--- src/sv/wwrs_pkg.sv ---
`timescale 1ns / 1ps

package wwrs_pkg;

  localparam int MAX_SPLITS_DEF = 16;
  localparam int FRAC_BITS_DEF  = 16;

  localparam int TAG_W     = 16;
  localparam int WEIGHT_W  = 32;
  localparam int RAND_W    = 16;
  localparam int CFG_IDX_W = 2;
  // wide enough for the copy-weight divider's step count (WEIGHT_W + 1 steps)
  localparam int CNT_W     = 6;

  localparam logic [CFG_IDX_W-1:0] CFG_LOWER    = 2'd0;
  localparam logic [CFG_IDX_W-1:0] CFG_UPPER    = 2'd1;
  localparam logic [CFG_IDX_W-1:0] CFG_SURVIVAL = 2'd2;

  typedef enum logic [2:0] {
    ST_IDLE,
    ST_MUL,
    ST_DECIDE,
    ST_NDIV,
    ST_NFIX,
    ST_WDIV,
    ST_EMIT
  } state_e;

  typedef struct packed {
    logic load;
    logic mul;
    logic decide;
    logic ndiv_step;
    logic nfix;
    logic wdiv_step;
    logic copy_next;
  } wwrs_cmd_t;

  typedef struct packed {
    logic is_low;
    logic is_high;
    logic survive;
    logic cnt_zero;
    logic last;
  } wwrs_status_t;

endpackage

--- src/sv/weight_window_roulette_split_top.sv ---
`timescale 1ns / 1ps
// Channel   Handshake                  Payload
// in        in_valid_i / in_ready_o    particle_tag_i, weight_in_i, random_fraction_i
// out       out_valid_o / out_ready_i  tag_out_o, weight_out_o, last_copy_o
// cfg       cfg_we_i                   cfg_addr_i, cfg_wdata_i
//
// One particle at a time. A pass-through or surviving roulette particle is
// loaded, multiplied and classified before its result is offered. A split particle
// is classified and then goes through a radix-2 divider for the copy count, with
// QB = clog2(MAX_SPLITS) + 1 quotient bits, then a 33-step divider for the copy
// weight. Reset is asynchronous, active low, and loads the default window.
// A stalled result holds until out_ready_i; no new particle is taken until
// the last copy has been delivered.

module weight_window_roulette_split_top #(
  parameter int MAX_SPLITS = wwrs_pkg::MAX_SPLITS_DEF,
  parameter int FRAC_BITS  = wwrs_pkg::FRAC_BITS_DEF
) (
  input  logic                           clk_i,
  input  logic                           rst_ni,
  input  logic                           cfg_we_i,
  input  logic [wwrs_pkg::CFG_IDX_W-1:0] cfg_addr_i,
  input  logic [wwrs_pkg::WEIGHT_W-1:0]  cfg_wdata_i,
  input  logic                           in_valid_i,
  output logic                           in_ready_o,
  input  logic [wwrs_pkg::TAG_W-1:0]     particle_tag_i,
  input  logic [wwrs_pkg::WEIGHT_W-1:0]  weight_in_i,
  input  logic [wwrs_pkg::RAND_W-1:0]    random_fraction_i,
  output logic                           out_valid_o,
  input  logic                           out_ready_i,
  output logic [wwrs_pkg::TAG_W-1:0]     tag_out_o,
  output logic [wwrs_pkg::WEIGHT_W-1:0]  weight_out_o,
  output logic                           last_copy_o
);

  wwrs_pkg::wwrs_cmd_t    cmd;
  wwrs_pkg::wwrs_status_t status;

  wwrs_ctrl u_ctrl (
    .clk_i       (clk_i),
    .rst_ni      (rst_ni),
    .in_valid_i  (in_valid_i),
    .in_ready_o  (in_ready_o),
    .out_valid_o (out_valid_o),
    .out_ready_i (out_ready_i),
    .status_i    (status),
    .cmd_o       (cmd)
  );

  wwrs_dp #(
    .MAX_SPLITS (MAX_SPLITS),
    .FRAC_BITS  (FRAC_BITS)
  ) u_dp (
    .clk_i             (clk_i),
    .rst_ni            (rst_ni),
    .cfg_we_i          (cfg_we_i),
    .cfg_addr_i        (cfg_addr_i),
    .cfg_wdata_i       (cfg_wdata_i),
    .particle_tag_i    (particle_tag_i),
    .weight_in_i       (weight_in_i),
    .random_fraction_i (random_fraction_i),
    .tag_out_o         (tag_out_o),
    .weight_out_o      (weight_out_o),
    .last_copy_o       (last_copy_o),
    .cmd_i             (cmd),
    .status_o          (status)
  );

endmodule

--- src/sv/wwrs_ctrl.sv ---
`timescale 1ns / 1ps

module wwrs_ctrl (
  input  logic                  clk_i,
  input  logic                  rst_ni,
  input  logic                  in_valid_i,
  output logic                  in_ready_o,
  output logic                  out_valid_o,
  input  logic                  out_ready_i,
  input  wwrs_pkg::wwrs_status_t status_i,
  output wwrs_pkg::wwrs_cmd_t    cmd_o
);

  wwrs_pkg::state_e state_q, state_d;

  always_ff @(posedge clk_i or negedge rst_ni) begin
    if (!rst_ni) begin
      state_q <= wwrs_pkg::ST_IDLE;
    end else begin
      state_q <= state_d;
    end
  end

  always_comb begin
    state_d     = state_q;
    cmd_o       = '0;
    in_ready_o  = 1'b0;
    out_valid_o = 1'b0;
    case (state_q)
      wwrs_pkg::ST_IDLE: begin
        in_ready_o = 1'b1;
        if (in_valid_i) begin
          cmd_o.load = 1'b1;
          state_d    = wwrs_pkg::ST_MUL;
        end
      end
      wwrs_pkg::ST_MUL: begin
        cmd_o.mul = 1'b1;
        state_d   = wwrs_pkg::ST_DECIDE;
      end
      wwrs_pkg::ST_DECIDE: begin
        cmd_o.decide = 1'b1;
        if (status_i.is_low) begin
          // roulette: a loser leaves no result
          state_d = status_i.survive ? wwrs_pkg::ST_EMIT : wwrs_pkg::ST_IDLE;
        end else if (status_i.is_high) begin
          state_d = wwrs_pkg::ST_NDIV;
        end else begin
          state_d = wwrs_pkg::ST_EMIT;
        end
      end
      wwrs_pkg::ST_NDIV: begin
        cmd_o.ndiv_step = 1'b1;
        if (status_i.cnt_zero) begin
          state_d = wwrs_pkg::ST_NFIX;
        end
      end
      wwrs_pkg::ST_NFIX: begin
        cmd_o.nfix = 1'b1;
        state_d    = wwrs_pkg::ST_WDIV;
      end
      wwrs_pkg::ST_WDIV: begin
        cmd_o.wdiv_step = 1'b1;
        if (status_i.cnt_zero) begin
          state_d = wwrs_pkg::ST_EMIT;
        end
      end
      wwrs_pkg::ST_EMIT: begin
        out_valid_o = 1'b1;
        if (out_ready_i) begin
          if (status_i.last) begin
            state_d = wwrs_pkg::ST_IDLE;
          end else begin
            cmd_o.copy_next = 1'b1;
          end
        end
      end
      default: begin
        state_d = wwrs_pkg::ST_IDLE;
      end
    endcase
  end

endmodule

--- src/sv/wwrs_dp.sv ---
`timescale 1ns / 1ps

module wwrs_dp #(
  parameter int MAX_SPLITS = wwrs_pkg::MAX_SPLITS_DEF,
  parameter int FRAC_BITS  = wwrs_pkg::FRAC_BITS_DEF
) (
  input  logic                              clk_i,
  input  logic                              rst_ni,
  input  logic                              cfg_we_i,
  input  logic [wwrs_pkg::CFG_IDX_W-1:0]    cfg_addr_i,
  input  logic [wwrs_pkg::WEIGHT_W-1:0]     cfg_wdata_i,
  input  logic [wwrs_pkg::TAG_W-1:0]        particle_tag_i,
  input  logic [wwrs_pkg::WEIGHT_W-1:0]     weight_in_i,
  input  logic [wwrs_pkg::RAND_W-1:0]       random_fraction_i,
  output logic [wwrs_pkg::TAG_W-1:0]        tag_out_o,
  output logic [wwrs_pkg::WEIGHT_W-1:0]     weight_out_o,
  output logic                              last_copy_o,
  input  wwrs_pkg::wwrs_cmd_t               cmd_i,
  output wwrs_pkg::wwrs_status_t            status_o
);

  localparam int WW  = wwrs_pkg::WEIGHT_W;
  localparam int RW  = wwrs_pkg::RAND_W;
  localparam int CW  = wwrs_pkg::CNT_W;
  // split count quotient bits: enough to exceed MAX_SPLITS before clamping
  localparam int QB  = $clog2(MAX_SPLITS) + 1;
  localparam int NB  = $clog2(MAX_SPLITS + 1);
  localparam int NW  = WW + 1 + QB;
  localparam int WNB = WW + 1;

  localparam logic [WW-1:0] LOWER_RST =
    WW'(((64'd1 << FRAC_BITS) + 64'd5) / 64'd10);
  localparam logic [WW-1:0] UPPER_RST = WW'((64'd1 << FRAC_BITS) * 64'd10);
  localparam logic [WW-1:0] SURV_RST  = WW'(64'd1 << FRAC_BITS);
  localparam logic [QB-1:0] MAX_Q     = QB'(MAX_SPLITS);

  logic [WW-1:0]    lower_q, upper_q, surv_q;
  logic [wwrs_pkg::TAG_W-1:0] tag_q;
  logic [WW-1:0]    w_q;
  logic [RW-1:0]    rand_q;
  logic [RW+WW-1:0] prod_q;
  logic [NW-1:0]    rem_q, dsh_q;
  logic             ovf_q;
  logic [QB-1:0]    nq_q;
  logic [NB-1:0]    n_q, k_q, wrem_q;
  logic [WNB-1:0]   wnum_q;
  logic [CW-1:0]    cnt_q;

  logic [NW-1:0]    num_ext, den_ext;
  logic             rem_ge;
  logic [QB-1:0]    nclamp;
  logic [NB-1:0]    nclamp_nb;
  logic [NB:0]      wsh;
  logic             wge;

  always_ff @(posedge clk_i or negedge rst_ni) begin
    if (!rst_ni) begin
      lower_q <= LOWER_RST;
      upper_q <= UPPER_RST;
      surv_q  <= SURV_RST;
    end else if (cfg_we_i) begin
      case (cfg_addr_i)
        wwrs_pkg::CFG_LOWER:    lower_q <= cfg_wdata_i;
        wwrs_pkg::CFG_UPPER:    upper_q <= cfg_wdata_i;
        wwrs_pkg::CFG_SURVIVAL: surv_q  <= cfg_wdata_i;
        default: ;
      endcase
    end
  end

  // rounded split count numerator 2w + s and divisor 2s
  assign num_ext = NW'({1'b0, w_q, 1'b0} + {2'b00, surv_q});
  assign den_ext = NW'({surv_q, 1'b0});
  assign rem_ge  = rem_q >= dsh_q;

  always_comb begin
    if (ovf_q || nq_q > MAX_Q) begin
      nclamp = MAX_Q;
    end else if (nq_q == '0) begin
      nclamp = QB'(1);
    end else begin
      nclamp = nq_q;
    end
  end
  assign nclamp_nb = NB'(nclamp);

  assign wsh = {wrem_q, wnum_q[WNB-1]};
  assign wge = wsh >= {1'b0, n_q};

  always_ff @(posedge clk_i) begin
    if (cmd_i.load) begin
      tag_q  <= particle_tag_i;
      w_q    <= weight_in_i;
      rand_q <= random_fraction_i;
      k_q    <= '0;
    end
    if (cmd_i.mul) begin
      prod_q <= rand_q * surv_q;
    end
    if (cmd_i.decide) begin
      if (status_o.is_low) begin
        wnum_q <= {1'b0, surv_q};
        n_q    <= NB'(1);
      end else if (status_o.is_high) begin
        rem_q <= num_ext;
        dsh_q <= den_ext << (QB - 1);
        ovf_q <= num_ext >= (den_ext << QB);
        nq_q  <= '0;
        cnt_q <= CW'(QB - 1);
      end else begin
        wnum_q <= {1'b0, w_q};
        n_q    <= NB'(1);
      end
    end
    if (cmd_i.ndiv_step) begin
      if (rem_ge) begin
        rem_q <= rem_q - dsh_q;
      end
      nq_q  <= {nq_q[QB-2:0], rem_ge};
      dsh_q <= dsh_q >> 1;
      cnt_q <= cnt_q - CW'(1);
    end
    if (cmd_i.nfix) begin
      n_q    <= nclamp_nb;
      wnum_q <= {1'b0, w_q} + WNB'(nclamp_nb >> 1);
      wrem_q <= '0;
      cnt_q  <= CW'(WNB - 1);
    end
    if (cmd_i.wdiv_step) begin
      // shift the next numerator bit in; quotient bits fill from the bottom
      wrem_q <= wge ? NB'(wsh - {1'b0, n_q}) : NB'(wsh);
      wnum_q <= {wnum_q[WNB-2:0], wge};
      cnt_q  <= cnt_q - CW'(1);
    end
    if (cmd_i.copy_next) begin
      k_q <= k_q + NB'(1);
    end
  end

  assign status_o.is_low   = w_q < lower_q;
  assign status_o.is_high  = w_q > upper_q;
  assign status_o.survive  = prod_q < {w_q, {RW{1'b0}}};
  assign status_o.cnt_zero = cnt_q == '0;
  assign status_o.last     = k_q == NB'(n_q - NB'(1));

  assign tag_out_o    = tag_q;
  assign weight_out_o = wnum_q[WW-1:0];
  assign last_copy_o  = status_o.last;

endmodule

--- config.mk ---
export PLATFORM = sky130hd
export DESIGN_NAME = weight_window_roulette_split_top
export DESIGN_NICKNAME = d
export VERILOG_FILES = /design/src/sv/wwrs_pkg.sv /design/src/sv/weight_window_roulette_split_top.sv /design/src/sv/wwrs_ctrl.sv /design/src/sv/wwrs_dp.sv
export SDC_FILE = /design/constraint.sdc
export NUM_CORES = 2
export LEC_CHECK = 0
export ABC_AREA = 1
export BUFFER_PORTS_ARGS = -buffer_cell sky130_fd_sc_hd__buf_2
export CAP_MARGIN = 20
export CORE_ASPECT_RATIO = 0.75
export CORE_MARGIN = 2
export CORE_UTILIZATION = 45
export CTS_CLUSTER_DIAMETER = 200
export CTS_CLUSTER_SIZE = 30
export DETAILED_ROUTE_END_ITERATION = 6
export GPL_ROUTABILITY_DRIVEN = 1
export PLACE_DENSITY = 0.69
export SYNTH_ARGS = -nofsm -noshare
export SYNTH_HDL_FRONTEND = slang
export SYNTH_SLANG_ARGS = --single-unit
export TNS_END_PERCENT = 20
--- constraint.sdc ---
create_clock -name clk_i -period 6.3 [get_ports clk_i]
set_input_delay 0.315 -clock clk_i [delete_from_list [all_inputs] [get_ports clk_i]]
set_output_delay 0.315 -clock clk_i [all_outputs]
set_load 0.01 [all_outputs]
# ---- Word-level counts from Yosys, hierarchy flattened
# Index checks and enable logic that the tools add are counted.
dict set report classes {
  add_sub_neg 7
  multipliers 1
  order_cmp 7
  n_eq_ne 18
  n_mux 56
  n_bitwise 1
  n_reduce_logical 22
}
# cell n
set op_table {}
lappend op_table {{two-way mux 38 bit} 5}
lappend op_table {{two-way mux 33 bit} 5}
lappend op_table {{two-way mux 37 bit} 3}
lappend op_table {{two-way mux 5 bit} 15}
lappend op_table {{less-than comparator 48 bit} 1}
lappend op_table {{multiplier 16 x 32 -> 48 bit} 1}
lappend op_table {{greater-or-equal comparator 38 x 37 -> 1 bit} 1}
lappend op_table {{greater-or-equal comparator 38 bit} 1}
lappend op_table {{subtractor 38 x 37 -> 38 bit} 1}
lappend op_table {{two-way mux 36 bit} 1}
lappend op_table {{two-way mux 6 bit} 6}
lappend op_table {{adder 33 x 32 -> 34 bit} 1}
lappend op_table {{adder 32 x 4 -> 33 bit} 1}
lappend op_table {{greater-than comparator 32 bit} 1}
lappend op_table {{less-than comparator 32 bit} 1}
lappend op_table {{two-way mux 3 bit} 8}
lappend op_table {{one-hot mux 3 bit (7 select lines)} 1}
lappend op_table {{two-way mux 1 bit} 12}
lappend op_table {{!= test 2 bit (second input constant)} 6}
lappend op_table {{AND reduction 2 bit} 5}
lappend op_table {{nonzero test 2 bit} 5}
lappend op_table {{== test 3 bit (second input constant)} 3}
lappend op_table {{AND reduction 3 bit} 3}
lappend op_table {{nonzero test 4 bit} 2}
lappend op_table {{other kinds (22)} 23}
dict set report word_totals {
  regBits 346
  out_inout_bits 51
  wordCells 130
}

# ---- Logic depth before layout (Yosys ltp)
dict set report logic_depth {
  depth_word 7
  mapped_depth 29
}

# ---- Modules after synthesis
# From an unflattened synthesis, not the netlist that was laid out.
dict set report hier_totals {
  cells_unflattened 5243
  area_unflattened_um2 39465.4
}
# mod instances cells_per_inst area_per_inst_um2 seq_area_each_um2
set by_module_without_submodules {}
lappend by_module_without_submodules {wwrs_dp 1 5192 39132.5 8971.1}
lappend by_module_without_submodules {wwrs_ctrl 1 51 332.8 75.1}

# ---- Worst setup path after synthesis
# Ideal clock, no wire load.
dict set report synth_timing {
  kind {reg2reg}
  start {reg u_dp.surv_q[16]}
  end {reg u_dp.prod_q[44] (data pin)}
  setup_time_ns 0.265
  arrival_ns 5.668
  slack_ns 0.367
  path_stages_with_launch 22
  path_buffers 2
  path_cell_list {dfstp_2 -> clkbuf_1 -> buf_1 -> nand2_1 -> fa_1 -> fa_1 -> fa_1 -> inv_1 -> fa_1 -> fa_1 -> inv_1 -> fa_1 -> inv_1 -> ha_1 -> a21oi_1 -> inv_1 -> nor2_1 -> a21boi_0 -> o21ai_0 -> a21oi_1 -> o21ai_0 -> xor2_1}
}
dict set report synth_between {
  elab_chain_len 1
}
# element line_no
set synth_lines {}
lappend synth_lines {{start: declaration} wwrs_dp.sv:37} ;# logic [WW-1:0] lower_q, upper_q, surv_q;
lappend synth_lines {{start signal: assignment} wwrs_dp.sv:65} ;# wwrs_pkg::CFG_SURVIVAL: surv_q <= cfg_wdata_i;
lappend synth_lines {{multiplier 16 x 32 -> 48 bit} wwrs_dp.sv:98} ;# prod_q <= rand_q * surv_q;
lappend synth_lines {{end signal: assignment} wwrs_dp.sv:98}
lappend synth_lines {{end: declaration} wwrs_dp.sv:41} ;# logic [RW+WW-1:0] prod_q;
# Every way passes these cells.
# A chain may end at the register's enable or synchronous reset.

# ---- Worst setup path in the final report
dict set report layout_timing {
  start {reg u_dp.rand_q[14]}
  end {reg u_dp.prod_q[42] (data pin)}
}
dict set report layout_between {
  elab_chain_len 1
}
# element line_no
set layout_lines {}
lappend layout_lines {{start: declaration} wwrs_dp.sv:40} ;# logic [RW-1:0] rand_q;
lappend layout_lines {{start signal: assignment} wwrs_dp.sv:94} ;# rand_q <= random_fraction_i;
lappend layout_lines {{multiplier 16 x 32 -> 48 bit} wwrs_dp.sv:98}
# Every way passes these cells.

==> flow_metrics.tcl <==
set metrics [dict create \
    cts_buffers 15 \
    tightest_slew_ns 0.978 \
    cp-startpoint "u_dp.rand_q[14]" \
    wl_per_cell_um 19.5 \
    crit_chain "buf_12 > buf_6 > nand2_1 > inv_1 > fa_1 > fa_1 > fa_1 > fa_1 > fa_1 > inv_1 > fa_1 > inv_1 > ha_1 > buf_4 > nand2_1 > nor2_2 > inv_1 > nor2_4 > inv_1 > nor4_4 > o21ai_1 > nand3_1 > xor2_1" \
    stdcell_area_um2 42900 \
    first_global_vias 33826 \
    clk_path_buf_depth 3 \
    drtAntennaViolNets 0 \
    min_period_ns 6.12 \
    wl_um 127000 \
    synth_area_leaders "fa_1, edfxtp_1, nand2_1" \
    met1_usage_pct 45.6 \
    synth_nets 6009 \
    area_growth_pct 9.65 \
    setup_viol 0 \
    outcome "finished, final reports clean" \
    via_per_inst 5.31 \
    cts_max_level 1 \
    die_y_um 259 \
    worstPathMaxFanout 14 \
    cts_root_buf "clkbuf_16" \
    cap_violations 0 \
    synth_top_area_share_pct 21.5 \
    initial_core_util_pct 45.5 \
    die_w_um 344 \
    placed_area_um2 41600 \
    final_hold_viol_count 0 \
    slew_violations 0 \
    worstHoldStart "cfg_wdata_i[9]" \
    gr-usage-met3_pct 6.67 \
    io_pins 154 \
    synth_edf_count 193 \
    gp_congestion 0.977 \
    max-slew-margin-rel_pct 34.8 \
    mostFrequentLayoutCells "nand2_1, inv_1, fa_1" \
    worstPathArrival_ns 6.46 \
    synth_seq_cells 330 \
    crit_required_ns 6.65 \
    layout_commonest_cell "nand2_1" \
    worst-path-buf-inv 8 \
    async_flop_share_pct 30.0 \
    drc 0 \
    postSynthCellCount 5165 \
    gr-usage-met2_pct 40.1 \
    synth_ff_type "edfxtp_1" \
    synth_area_um2 39100 \
    fp.coreArea_um2 86000 \
    worstSetupPathType "reg -> reg" \
    grt_max_degree 65 \
    clk_latency_ns 0.58 \
    tritoncts "built" \
    grtUsageTotal_pct 28.8 \
    ys_warn_count 0 \
    ys_types 55 \
    dieArea_um2 89300 \
    hp-class "in -> reg" \
    min_period_over_period_pct 97.1 \
    crit_path_end_kind "flip-flop" \
    avgSynthCellArea_um2 7.57 \
    path_clk_slew_ns 0.16 \
    rsz0062_at_grt "true" \
    grt_remaining_overflow 0 \
    cts.sinks 330 \
    antenna_found_initial 3 \
    synth_top_cell_by_area "fa_1" \
    initialDrtViolationCount 3646 \
    drive_gt1_share_pct 7.38 \
    timing.fmax_ghz 0.163 \
    top_usage_layer "met1" \
    dr.pass1.iters 6 \
    finClkSkew_ns 0.0535 \
    cp_slowest_cell "edfxtp_1" \
    grt_pass1_wl_um 199000 \
    worst_setup_path_start_kind "flip-flop" \
    rr_startpoint "u_dp.rand_q[14]" \
    slowest_delay_ns 0.59 \
    num_vias 34399 \
    rows 93 \
    fillers 8376 \
    critPathTopFamily "adder cells" \
    post-dp-hpwl_um 103000 \
    nNetsFinal 6173 \
    yosysSeqAreaShare_pct 23.1 \
    path_common_cell "fa_1" \
    portBuffers 153 \
]
-- per-layer routing --
metal  vias up  routed length [µm]  part of all wire (%)
li1      16120                   -                     -
met1     16542               60500                    48
met2      1614               49500                    39
met3       119               14300                    11
met4         4                2310                   1.8
met5         -                 109                 0.086
-- path summary, 6_finish.rpt --
| kind | endpoint | slack [ns] | depth (start not counted) |
|---|---|---|---|
| setup / recovery | u_dp.prod_q[42] | 0.18 | 23 |
| hold / removal | u_dp.surv_q[9] | 0.04 | 3 |
| setup reg to reg | u_dp.prod_q[42] | 0.18 | 23 |
| hold reg to reg | u_dp.rem_q[34] | 0.49 | 2 |
| max in group asynchronous | u_dp.surv_q[9] | 4.66 | 3 |
| min in group asynchronous | u_dp.surv_q[31] | 0.42 | 2 |
-- cells in the mapped netlist (10+ instances only) --
cell type,n
nand2_1,1392
inv_1,1151
fa_1,421
ha_1,320
nor2_1,295
a21oi_1,271
o21ai_0,259
edfxtp_1,193
nand3_1,161
clkbuf_1,127
dfrtp_1,89
xor2_1,68
nand4_1,50
nor3_1,46
dfxtp_1,38
buf_4,33
xnor2_1,30
buf_1,27
o211ai_1,22
nor4_1,21
o21a_1,15
a21o_1,14
a31oi_1,14
buf_2,13
dfstp_2,10
-- state kept, by name, summed over array words and instances (netlist names), 6 cells and up --
signal / count
u_dp.rem_q: 38
u_dp.dsh_q: 37
u_dp.wnum_q: 33
u_dp.lower_q: 32
u_dp.prod_q: 32
u_dp.surv_q: 32
u_dp.upper_q: 32
u_dp.w_q: 32
u_dp.rand_q: 16
u_dp.tag_out_o: 16
u_dp.cnt_q: 6
-- worst reg2reg max path, delay by kind of cell (launching register included) --
kind | cells | cell delay (ns)
simple gates | 6 | 0.96
fa+ha+maj | 7 | 3.20
flops | 1 | 0.59
buf+inv | 8 | 0.94
compound gates | 1 | 0.13
xor+xnor | 1 | 0.08
-- through the flow --
step	setup slack [ns]	utilization [%]	hold slack [ns]	setup TNS (ns)	cells
floorplan	0.367	-	0.0194	0	5165
global placement	-0.299	48.4	0.456	-0.299	6379
detailed placement	-0.328	48.4	0.465	-0.351	6379
CTS	0.0185	49.7	0.0364	0	6469
global route	-0.0724	49.9	0.0436	-0.147	6477
finish	0.183	49.9	0.0436	0	6478
-- logic make-up after synthesis --
kind of cell    count (synthesis)  synth area share, %
simple gates                 2001                 20.6
flops                         330                 23.1
fa+ha+maj                     741                 31.8
compound gates                633                 8.75
buf+inv                      1362                 13.5
xor+xnor                       98                 2.19
-- cell type report --
type | instances | area, µm² | share of cell area (%)
inverters | 1158 | 4350 | 10.1
multi-input cells | 3473 | 24900 | 58.1
well taps | 1140 | 1430 | 3.33
diodes | 1 | 2.50 | 0.00583
clock buffers | 23 | 405 | 0.945
repair buffers | 351 | 2690 | 6.26
flip-flops and latches | 330 | 9070 | 21.1
clock inverters | 2 | 32.5 | 0.0758
-- timing repair --
item	4_1_cts	5_1_grt
gates cloned	0	1
pin swaps	0	2
hold endpoints to repair	121	0
hold buffers	65	0
buffers inserted	0	6
gates resized for setup	8	41
endpoints found under the setup margin	3	29
Power is left out: the tool's default activity adds up to more than one toggle a clock period on the data nets, which glitch-free logic cannot reach.
